### src/hw/rtl/pfe_pkg.sv
// Package for the postfix expression evaluator: stack sizing, character codes,
// and the request/response types of the iterative divide/power unit.
// No dependencies.
`default_nettype none

package pfe_pkg;

	localparam int STACK_DEPTH = 32;
	localparam int DATA_W      = 32;
	localparam int CHAR_W      = 8;
	localparam int CNT_W       = $clog2(STACK_DEPTH + 1);
	localparam int IDX_W       = (STACK_DEPTH > 1) ? $clog2(STACK_DEPTH) : 1;

	typedef logic [DATA_W-1:0] data_t;
	typedef logic [CHAR_W-1:0] char_t;
	typedef logic [CNT_W-1:0]  cnt_t;
	typedef logic [IDX_W-1:0]  idx_t;

	localparam char_t CH_ZERO  = 8'h30;
	localparam char_t CH_NINE  = 8'h39;
	localparam char_t CH_PLUS  = 8'h2B;
	localparam char_t CH_MINUS = 8'h2D;
	localparam char_t CH_STAR  = 8'h2A;
	localparam char_t CH_SLASH = 8'h2F;
	localparam char_t CH_CARET = 8'h5E;

	localparam data_t VAL_EMPTY = '1;  // value of a pop from an empty stack (-1)
	localparam data_t VAL_ONE   = data_t'(1);

	typedef enum logic {
		ITER_DIV,
		ITER_POW
	} iter_op_t;

	typedef struct packed {
		logic     start;
		iter_op_t op;
	} pfe_iter_req_t;

	typedef struct packed {
		logic busy;
		logic done;
	} pfe_iter_rsp_t;

endpackage

`default_nettype wire

### src/hw/rtl/pfe_stack_ram.sv
// Operand stack storage: one write port, one read port, registered read data.
// Depends on pfe_pkg.
`default_nettype none

module pfe_stack_ram (
	input  wire            clk,
	input  wire            wr_en,
	input  pfe_pkg::idx_t  wr_addr,
	input  pfe_pkg::data_t wr_data,
	input  wire            rd_en,
	input  pfe_pkg::idx_t  rd_addr,
	output pfe_pkg::data_t rd_data
);
	import pfe_pkg::*;

	data_t mem [STACK_DEPTH];

	always_ff @(posedge clk) begin
		if (wr_en) begin
			mem[wr_addr] <= wr_data;
		end
	end

	always_ff @(posedge clk) begin
		if (rd_en) begin
			rd_data <= mem[rd_addr];
		end
	end

endmodule

`default_nettype wire

### config.mk
export PLATFORM = sky130hd
export DESIGN_NAME = pfe_stack_ram
export DESIGN_NICKNAME = d
export VERILOG_FILES = /design/src/hw/rtl/pfe_pkg.sv /design/src/hw/rtl/pfe_stack_ram.sv
export SDC_FILE = /design/constraint.sdc
export NUM_CORES = 1
export LEC_CHECK = 0
export BUFFER_PORTS_ARGS = -buffer_cell sky130_fd_sc_hd__buf_2
export CAP_MARGIN = 15
export CORE_ASPECT_RATIO = 1.5
export CORE_MARGIN = 5
export CORE_UTILIZATION = 48
export CTS_CLUSTER_DIAMETER = 80
export CTS_CLUSTER_SIZE = 16
export DETAILED_ROUTE_END_ITERATION = 12
export GPL_ROUTABILITY_DRIVEN = 0
export PLACE_DENSITY = 0.66
export SYNTH_ARGS = -nofsm -noshare
export SYNTH_HDL_FRONTEND = slang
export SYNTH_SLANG_ARGS = --single-unit
### constraint.sdc
create_clock -name clk -period 2.85 [get_ports clk]
set_input_delay 0.57 -clock clk [delete_from_list [all_inputs] [get_ports clk]]
set_output_delay 0.57 -clock clk [all_outputs]
set_load 0.05 [all_outputs]
==> flow_summary.yaml <==
critical_path:
  slowest_stage: "edfxtp_1"
  r2r_start: "mem[4][12]"
  path_class: "reg -> out"
  crit_arrival_ns: 1.53
  r2r_cells: 5
  critPathMaxFanout: 1
  crit_required_ns: 2.28
  cp_top_family: "flip-flops"
  cp_num_buf_inv: 1
  r2r-end: "rd_data[12]"
  r2r_setup_slack_ns: 1.06
  slowest_delay_ns: 0.55
  cp-start-kind: "flop"
  endpoint_kind: "output port"
  path_cells: "buf_2"
synth:
  syn_inst: 2260
  syn_area_mm2: 0.0408
  ys_warn_count: 0
  synth_top_family_by_area: "multiplexers"
  avgSynthCellArea_um2: 18.1
  synthesis.nets: 2305
  synth_cell_types: 24
  yosys.area_share.simple: 0.0308
  synthAdderAreaFrac: 0
  synth_xor_area_frac: 0
  synth_seq_cells: 1056
  ys_seq_area_frac: 0.777
  synth.area.mux_share: 0.126
  synth_compound_area_frac: 0.0481
cts:
  hold_buffers: 0
  numClockSinks: 1056
  tritoncts: "done"
  post_cts_buffers: 0
  cts-resized-gates: 0
  path_clk_slew_ns: 0.07
  cts_buffers: 75
  clockBufferDepth: 3
  clock_latency_ns: 0.63
  root_buffer: "clkbuf_16"
  htreeDepth: 3
route:
  routed-wl-met2_um: 52800
  dr.first_iter.drc_count: 2186
  top_layer: "met5"
  vias: 21300
  wl_met1_um: 38000
  vias_per_cell: 5.98
  drc: 0
  final_antenna_net_count: 0
  post_drt_wl_per_cell_um: 28.1
  routed-wl-met3_um: 5960
  drt_first_pass_iters: 5
  routed_wl_um: 99900
global_route:
  grt_start_max_net_pins: 68
  grt_pass1_wl_um: 145000
  track_usage: 0.218
  grt_pass1_vias: 21500
  antenna_found_initial: 6
  grt_overflow_total: 0
finish:
  instances_no_fill: 3553
  final_common_cell: "edfxtp_1"
  final_cell_mix: "edfxtp_1, mux2i_1, nand3_1, nand2_1"
  nets: 2462
  drive_above_1_share: 0.136
  syn2layout_area_growth_pct: 12.0
floorplan:
  start_util: 0.482
  boundaryPins: 77
  die_h_um: 367
  rows: 131
  die_w_um: 248
  core_mm2: 0.0847
  fp.dieArea_mm2: 0.0911
sta:
  fmax_mhz: 476
  maxSlewViolCount: 0
  period_share: 0.738
  setup_violations: 0
  rsz0062_at_grt: "false"
  fin_skew_ns: 0.0252
  fin_crit_ns: 2.10
  hold_viol: 0
  setup_ws_ns: 0.747
  timing.slew.headroom: 0.510
  worst_pin_slew_ns: 0.735
place:
  dp_hpwl_um: 59300
  dp.cells: 3470
  preCtsSetupSlack_ns: 0.318
  port_buffers: 76
worst_hold_path:
  hold_end: "mem[31][21]"
  min_path_type: "in -> reg"
  hold_start: "wr_data[21]"
  min_path_cells: 1
power_and_ir_drop:
  power_per_cell_area_mw_per_mm2: 630
  vdd_drop_max_mv: 0.406
  fin_total_pwr_mw: 28.8
  leakage_nw: 15.8
run_status:
  outcome: "finished clean"
flow_run:
  maxCapViolations: 0
==> layout make-up <==
cell class,count,area [um^2]
Antenna cell,4,10.0
Tap cell,1130,1410
Sequential cell,1056,31700
Clock buffer,78,1950
Multi-Input combinational cell,1077,8610
Fill cell,6499,39000
Clock inverter,1,16.3
Timing Repair Buffer,207,2000
==> Yosys cell counts <==
cell | n | area share
edfxtp_1 | 1056 | 0.78
mux2i_1 | 512 | 0.13
nand2_1 | 98 | 0.0090
nand3_1 | 98 | 0.012
a21oi_1 | 96 | 0.012
a22oi_1 | 96 | 0.018
a22o_1 | 64 | 0.014
clkbuf_1 | 46 | 0.0042
nor2_1 | 34 | 0.0031
buf_4 | 33 | 0.0061
a31oi_1 | 32 | 0.0049
nor3_1 | 32 | 0.0039
buf_2 | 26 | 0.0032
buf_6 | 15 | 0.0041
buf_1 | 5 | 0.00046
nand3b_1 | 5 | 0.00092
or3b_2 | 3 | 0.00064
clkbuf_4 | 2 | 0.00037
nand2b_1 | 2 | 0.00031
and2_1 | 1 | 0.00015
and2b_1 | 1 | 0.00018
nor2b_1 | 1 | 0.00015
or2_2 | 1 | 0.00015
or3_1 | 1 | 0.00015
==> how the worst max path moves through the flow <==
stage,startpoint,endpoint,slack (ns),cells after the start
2_1_floorplan,wr_addr[1],mem[12][0],-0.15,3
3_3_place_gp,rd_addr[0],rd_data[10],0.32,8
3_5_place_dp,rd_addr[0],rd_data[10],0.32,8
4_1_cts,rd_data[9],rd_data[9],0.68,1
5_1_grt,rd_data[9],rd_data[9],0.73,1
6_report,rd_data[9],rd_data[9],0.75,1
==> metrics by stage <==
stage	utilization	TNS, ns	hold slack [ns]	cell area (um^2)
3_5_place_dp	0.516	0	0.667	43700
3_3_place_gp	0.516	0	0.660	43700
5_1_grt	0.539	0	0.418	45700
2_1_floorplan	-	-40.36	0.629	40800
4_1_cts	0.539	0	0.387	45700
6_report	0.539	0	0.423	45700
==> routing by layer <==
metal / up-vias / track usage
met4: 4 / 0.0670
met2: 728 / 0.385
li1: 9253 / -
met5: - / 0
met1: 11100 / 0.280
met3: 164 / 0.0308
==> worst register-to-register path, stage by stage (launching register included) <==
cell      delay, ns
edfxtp_1       0.38
mux2i_1        0.20
a22o_1         0.17
nor3_1         0.04
a31oi_1        0.40
nand3_1        0.27
==> flip-flops by register name, indices dropped and copies added, names as in the netlist <==
name,count
mem,1024
rd_data,32
==> kinds of logic (layout without fill, tap and decap cells) <==
logic type | count (synthesis) | count (layout)
compound gates | 288 | 288
buf+inv | 127 | 286
flops | 1056 | 1056
mux | 512 | 512
other cells | 0 | 4
simple gates | 277 | 277
==> power breakdown <==
part / total [mW] / switching, mW / leakage [nW] / internal, mW
registers: 17.4 / 0.0753 / 9.54 / 17.3
logic: 1.80 / 1.21 / 5.24 / 0.591
clock network: 9.62 / 4.78 / 0.968 / 4.84
Power figures use the tool's default switching activity.
