==> config.mk <==
export PLATFORM = sky130hd
export DESIGN_NAME = pfe_iter_unit
export DESIGN_NICKNAME = d
export VERILOG_FILES = /design/src/hw/rtl/pfe_pkg.sv /design/src/hw/rtl/pfe_iter_unit.sv
export SDC_FILE = /design/constraint.sdc
export NUM_CORES = 2
export LEC_CHECK = 0
export ABC_AREA = 1
export BUFFER_PORTS_ARGS = -buffer_cell sky130_fd_sc_hd__buf_2
export CAP_MARGIN = 20
export CELL_PAD_IN_SITES_DETAIL_PLACEMENT = 1
export CELL_PAD_IN_SITES_GLOBAL_PLACEMENT = 1
export CORE_ASPECT_RATIO = 0.5
export CORE_MARGIN = 3
export CORE_UTILIZATION = 53
export CTS_CLUSTER_SIZE = 28
export DETAILED_ROUTE_END_ITERATION = 12
export PLACE_DENSITY = 0.95
export REMOVE_ABC_BUFFERS = 1
export SLEW_MARGIN = 10
export SYNTH_ARGS = -nofsm -noshare
export SYNTH_HDL_FRONTEND = slang
export SYNTH_SLANG_ARGS = --single-unit
==> constraint.sdc <==
create_clock -name clk -period 19.25 [get_ports clk]
set_clock_uncertainty 0.15 [all_clocks]
set_input_delay 0.9625 -clock clk [delete_from_list [all_inputs] [get_ports clk]]
set_output_delay 0.9625 -clock clk [all_outputs]
set_load 0.01 [all_outputs]
==> src/hw/rtl/pfe_pkg.sv <==
// Package for the postfix expression evaluator: stack sizing, character codes,
// and the request/response types of the iterative divide/power unit.
// No dependencies.
`default_nettype none

package pfe_pkg;

	localparam int STACK_DEPTH = 32;
	localparam int DATA_W      = 32;
	localparam int CHAR_W      = 8;
	localparam int CNT_W       = $clog2(STACK_DEPTH + 1);
	localparam int IDX_W       = (STACK_DEPTH > 1) ? $clog2(STACK_DEPTH) : 1;

	typedef logic [DATA_W-1:0] data_t;
	typedef logic [CHAR_W-1:0] char_t;
	typedef logic [CNT_W-1:0]  cnt_t;
	typedef logic [IDX_W-1:0]  idx_t;

	localparam char_t CH_ZERO  = 8'h30;
	localparam char_t CH_NINE  = 8'h39;
	localparam char_t CH_PLUS  = 8'h2B;
	localparam char_t CH_MINUS = 8'h2D;
	localparam char_t CH_STAR  = 8'h2A;
	localparam char_t CH_SLASH = 8'h2F;
	localparam char_t CH_CARET = 8'h5E;

	localparam data_t VAL_EMPTY = '1;  // value of a pop from an empty stack (-1)
	localparam data_t VAL_ONE   = data_t'(1);

	typedef enum logic {
		ITER_DIV,
		ITER_POW
	} iter_op_t;

	typedef struct packed {
		logic     start;
		iter_op_t op;
	} pfe_iter_req_t;

	typedef struct packed {
		logic busy;
		logic done;
	} pfe_iter_rsp_t;

endpackage

`default_nettype wire

==> src/hw/rtl/pfe_iter_unit.sv <==
// Iterative arithmetic unit: restoring signed division truncating toward zero,
// and square-and-multiply power for non-negative exponents, one bit per cycle.
// Depends on pfe_pkg.
`default_nettype none

module pfe_iter_unit (
	input  wire                    clk,
	input  wire                    arst_n,
	input  pfe_pkg::pfe_iter_req_t req,
	input  pfe_pkg::data_t         a,
	input  pfe_pkg::data_t         b,
	output pfe_pkg::pfe_iter_rsp_t rsp,
	output pfe_pkg::data_t         result
);
	import pfe_pkg::*;

	localparam int STEP_W = $clog2(DATA_W);

	logic              busy_q;
	logic              done_q;
	logic [STEP_W-1:0] step_q;
	iter_op_t          op_q;
	logic              neg_q;
	data_t             divisor_q;
	data_t             rem_q;
	data_t             quo_q;
	data_t             acc_q;
	data_t             sq_q;
	data_t             exp_q;

	logic [DATA_W:0] shifted;
	logic [DATA_W:0] trial;

	always_comb begin
		shifted = {rem_q, quo_q[DATA_W-1]};
		trial   = shifted - {1'b0, divisor_q};
	end

	always_ff @(posedge clk or negedge arst_n) begin
		if (!arst_n) begin
			busy_q    <= 1'b0;
			done_q    <= 1'b0;
			step_q    <= '0;
			op_q      <= ITER_DIV;
			neg_q     <= 1'b0;
			divisor_q <= '0;
			rem_q     <= '0;
			quo_q     <= '0;
			acc_q     <= '0;
			sq_q      <= '0;
			exp_q     <= '0;
		end else begin
			done_q <= busy_q && (step_q == STEP_W'(DATA_W - 1));
			if (req.start) begin
				busy_q    <= 1'b1;
				step_q    <= '0;
				op_q      <= req.op;
				neg_q     <= a[DATA_W-1] ^ b[DATA_W-1];
				divisor_q <= b[DATA_W-1] ? (data_t'(0) - b) : b;
				rem_q     <= '0;
				quo_q     <= a[DATA_W-1] ? (data_t'(0) - a) : a;
				acc_q     <= VAL_ONE;
				sq_q      <= a;
				exp_q     <= b;
			end else if (busy_q) begin
				if (op_q == ITER_DIV) begin
					if (!trial[DATA_W]) begin
						rem_q <= trial[DATA_W-1:0];
						quo_q <= {quo_q[DATA_W-2:0], 1'b1};
					end else begin
						rem_q <= shifted[DATA_W-1:0];
						quo_q <= {quo_q[DATA_W-2:0], 1'b0};
					end
				end else begin
					if (exp_q[0]) begin
						acc_q <= acc_q * sq_q;
					end
					sq_q  <= sq_q * sq_q;
					exp_q <= {1'b0, exp_q[DATA_W-1:1]};
				end
				step_q <= step_q + STEP_W'(1);
				if (step_q == STEP_W'(DATA_W - 1)) begin
					busy_q <= 1'b0;
				end
			end
		end
	end

	always_comb begin
		rsp.busy = busy_q;
		rsp.done = done_q;
		if (op_q == ITER_DIV) begin
			result = neg_q ? (data_t'(0) - quo_q) : quo_q;
		end else begin
			result = acc_q;
		end
	end

endmodule

`default_nettype wire

==> results.txt <==
outcome: completed
CP Capture Type: flip-flop
WP data arrival: 10530 ps
CP max stage delay: 960 ps
min-delay worst type: input port to asynchronous set/reset pin
Setup Fix Bufs, Post-CTS: 0
drt total wl: 203 mm
hold_buf cts: 0
EDFF count, synth: 0
setup violators final: 0
final worst path period need: 10090 ps
Skew-Pair Late Insertion Delay: 650 ps
H-tree Lvls: 1
async set-reset flop share out of synthesis: 100%
global-route wire length before repair: 300 mm
Mapped Area: 0.0436 sq mm
gr ovfl total: 0
IO Count: 102
DR vias/cell: 6.44
initial antenna violation count: 27
Yosys Warn Count: 0
fin nets: 6859
clock buffer depth: 3
GRT Util Overall: 46.3%
Die X-Extent: 412 um
vias in the first global route: 50.1k
Top FF cell, synth: dfrtp_1
fin crit share: 52.4%
Crit path required time: 19690 ps
Place WS: 11160 ps
Final Instance Area: 0.0458 sq mm
DR iter-0 viols: 5698
core area: 0.0805 sq mm
met2 usage: 70.8%
register bit total from synthesis: 201
Post-DP Area: 0.0449 sq mm
fraction of layout cells with a size suffix above 1: 4.65%
GRT busiest layer: met2
worst-path cell chain: buf_4 > nand2_1 > fa_1 > inv_1 > fa_1 > fa_1 > inv_1 > fa_1 > inv_1 > fa_1 > fa_1 > fa_1 > fa_1 > ha_1 > nand2_1 > nor3_1 > nand2_1 > nand3_1 > nand2_1 > nand2_1 > inv_1 > nand3_1 > nand3_1 > nand2_1
GP Congestion: 0.980
clk slew on worst S/H paths: 90 ps
Fmax achieved: 99.1 MHz
Crit Path Max Fanout: 28
crit path max-delay cell type: fa_1
met1 GRT Util: 48.7%
vias post-DR: 44.2k
Post-CTS Resized: 0
largest net degree at the start of global routing: 81
root buffer cell: clkbuf_16
cell count after synthesis: 5795
Avg Cell Area, Syn: 7.53 sq um
drt drc: 0
relative slew slack: 2.47%
Synth top area share: 35.5%
sequential element share of the synthesized area: 11.5%
die area: 0.0860 sq mm
setup TNS: 0 ps
met3 usage: 20.7%
post-synthesis cell type count: 58
final worst setup slack: 9160 ps
Worst setup SP type: flip-flop
area grow syn2layout: 5.02%
clk sink count: 201
Avg WL per Cell: 29.6 um
Port Buf Inserts: 101
Starting Density: 54.2%
Final Hold Viols: 0
first drt pass iteration count: 8
CTS Buf Count: 24
Final ANT Viol Nets: 0
Synth area leader: fa_1
TritonCTS clock tree: done
kind of critical path: flip-flop to flip-flop
Max-Cap Viols: 0
Top cell by count, worst path: fa_1
Die Ht: 209 um
RSZ-0062 raised after global routing: false
DP HPWL: 143 mm
Std-Cell Rows: 73
Worst Max-Slew Pin Slew: 1460 ps
synth top area cells: fa_1 35%, inv_1 14%, nand2_1 13%
Final Slew Violations: 0
filler cell count in the final layout: 10.1k
smallest hold slack: 223 ps
cell families (layout without fill, tap and decap cells):
| kind of cell | after synthesis | in the layout | share of synthesized area, % |
|---|---|---|---|
| and+or+nand+nor | 1980 | 1980 | 18.3 |
| buffers and inverters | 1848 | 1801 | 16.1 |
| adders and majority gates | 1061 | 1061 | 43.7 |
| AOI/OAI and AO/OA | 590 | 590 | 8.04 |
| DFF | 201 | 201 | 11.5 |
| xor gates and xnor gates | 115 | 115 | 2.32 |
| other | 0 | 19 | 0 |
worst max-delay path, delay by kind of cell (launching register included):
kind          cells  cell delay [ps]
fa+ha+maj         9             6170
simple gates     10             2010
buf+inv           5              940
flops             1              770
cells in the final DEF (no fill, tap or decap), types with 18 or more instances in the layout:
cell and count:
inv_1 1597, nand2_1 1540, fa_1 773, ha_1 288, o21ai_0 214, dfrtp_1 189
nand3_1 167, a21oi_1 166, nor2_1 149, buf_2 99, xor2_1 72, buf_4 51
o211ai_1 44, xnor2_1 42, o221ai_1 34, nor3_1 33, clkbuf_16 24, nand4_1 22
diode_2 19, o21bai_1 19, a21o_1 18
final cells by class:
type                       instances  area, sq um  share of cell area (%)
multi-input combinational       3746        31600                    69.0
antenna                           19         47.5                   0.104
clock buffer                      28          646                    1.41
clock inverter                    16          171                   0.374
inverter                        1604         6020                    13.1
timing repair buffer             153          933                    2.04
tap                             1087         1360                    2.97
sequential                       201         5040                    11.0
worst paths after layout:
path,to,cells past startpoint,slack [ps],start
worst max-delay path,sq_q[31],24,9160,sq_q[18]
worst min-delay path,exp_q[27],1,220,arst_n
worst max register to register,sq_q[31],24,9160,sq_q[18]
worst min register to register,step_q[3],1,360,step_q[3]
max in group asynchronous,acc_q[28],2,17180,arst_n
min in group clk,step_q[3],1,360,step_q[3]
cell usage after synthesis (all sizes together) (35+ instances only):
| cell | n |
|---|---|
| o221ai | 35 |
| nor2 | 160 |
| nor3 | 38 |
| dfrtp | 201 |
| nand2 | 1549 |
| fa | 773 |
| xnor2 | 43 |
| xor2 | 72 |
| o211ai | 45 |
| a21oi | 167 |
| inv | 1603 |
| nand3 | 174 |
| ha | 288 |
| clkbuf | 141 |
| buf | 103 |
| o21ai | 232 |
sequential cells by signal, indices dropped and copies added, names as in the netlist:
signal	count
sq_q	32
divisor_q	32
step_q	5
acc_q	32
op_q	1
rem_q	32
quo_q	32
busy_q	1
neg_q	1
done_q	1
exp_q	32
layer usage:
layer / share of wire, % / up-vias
met1: 31 / 21400
met3: 14 / 1885
met2: 43 / 3982
met4: 11 / 38
met5: 0.39 / -
li1: - / 16900
through the flow:
step,cells,util [%]
global placement,6789,55.8
finish,6854,57.0
CTS,6833,56.8
detailed placement,6789,55.8
floorplan,5551,-
global route,6840,56.9
Power is left out: the tool's default activity adds up to more than one toggle a clock period on the data nets, which glitch-free logic cannot reach.
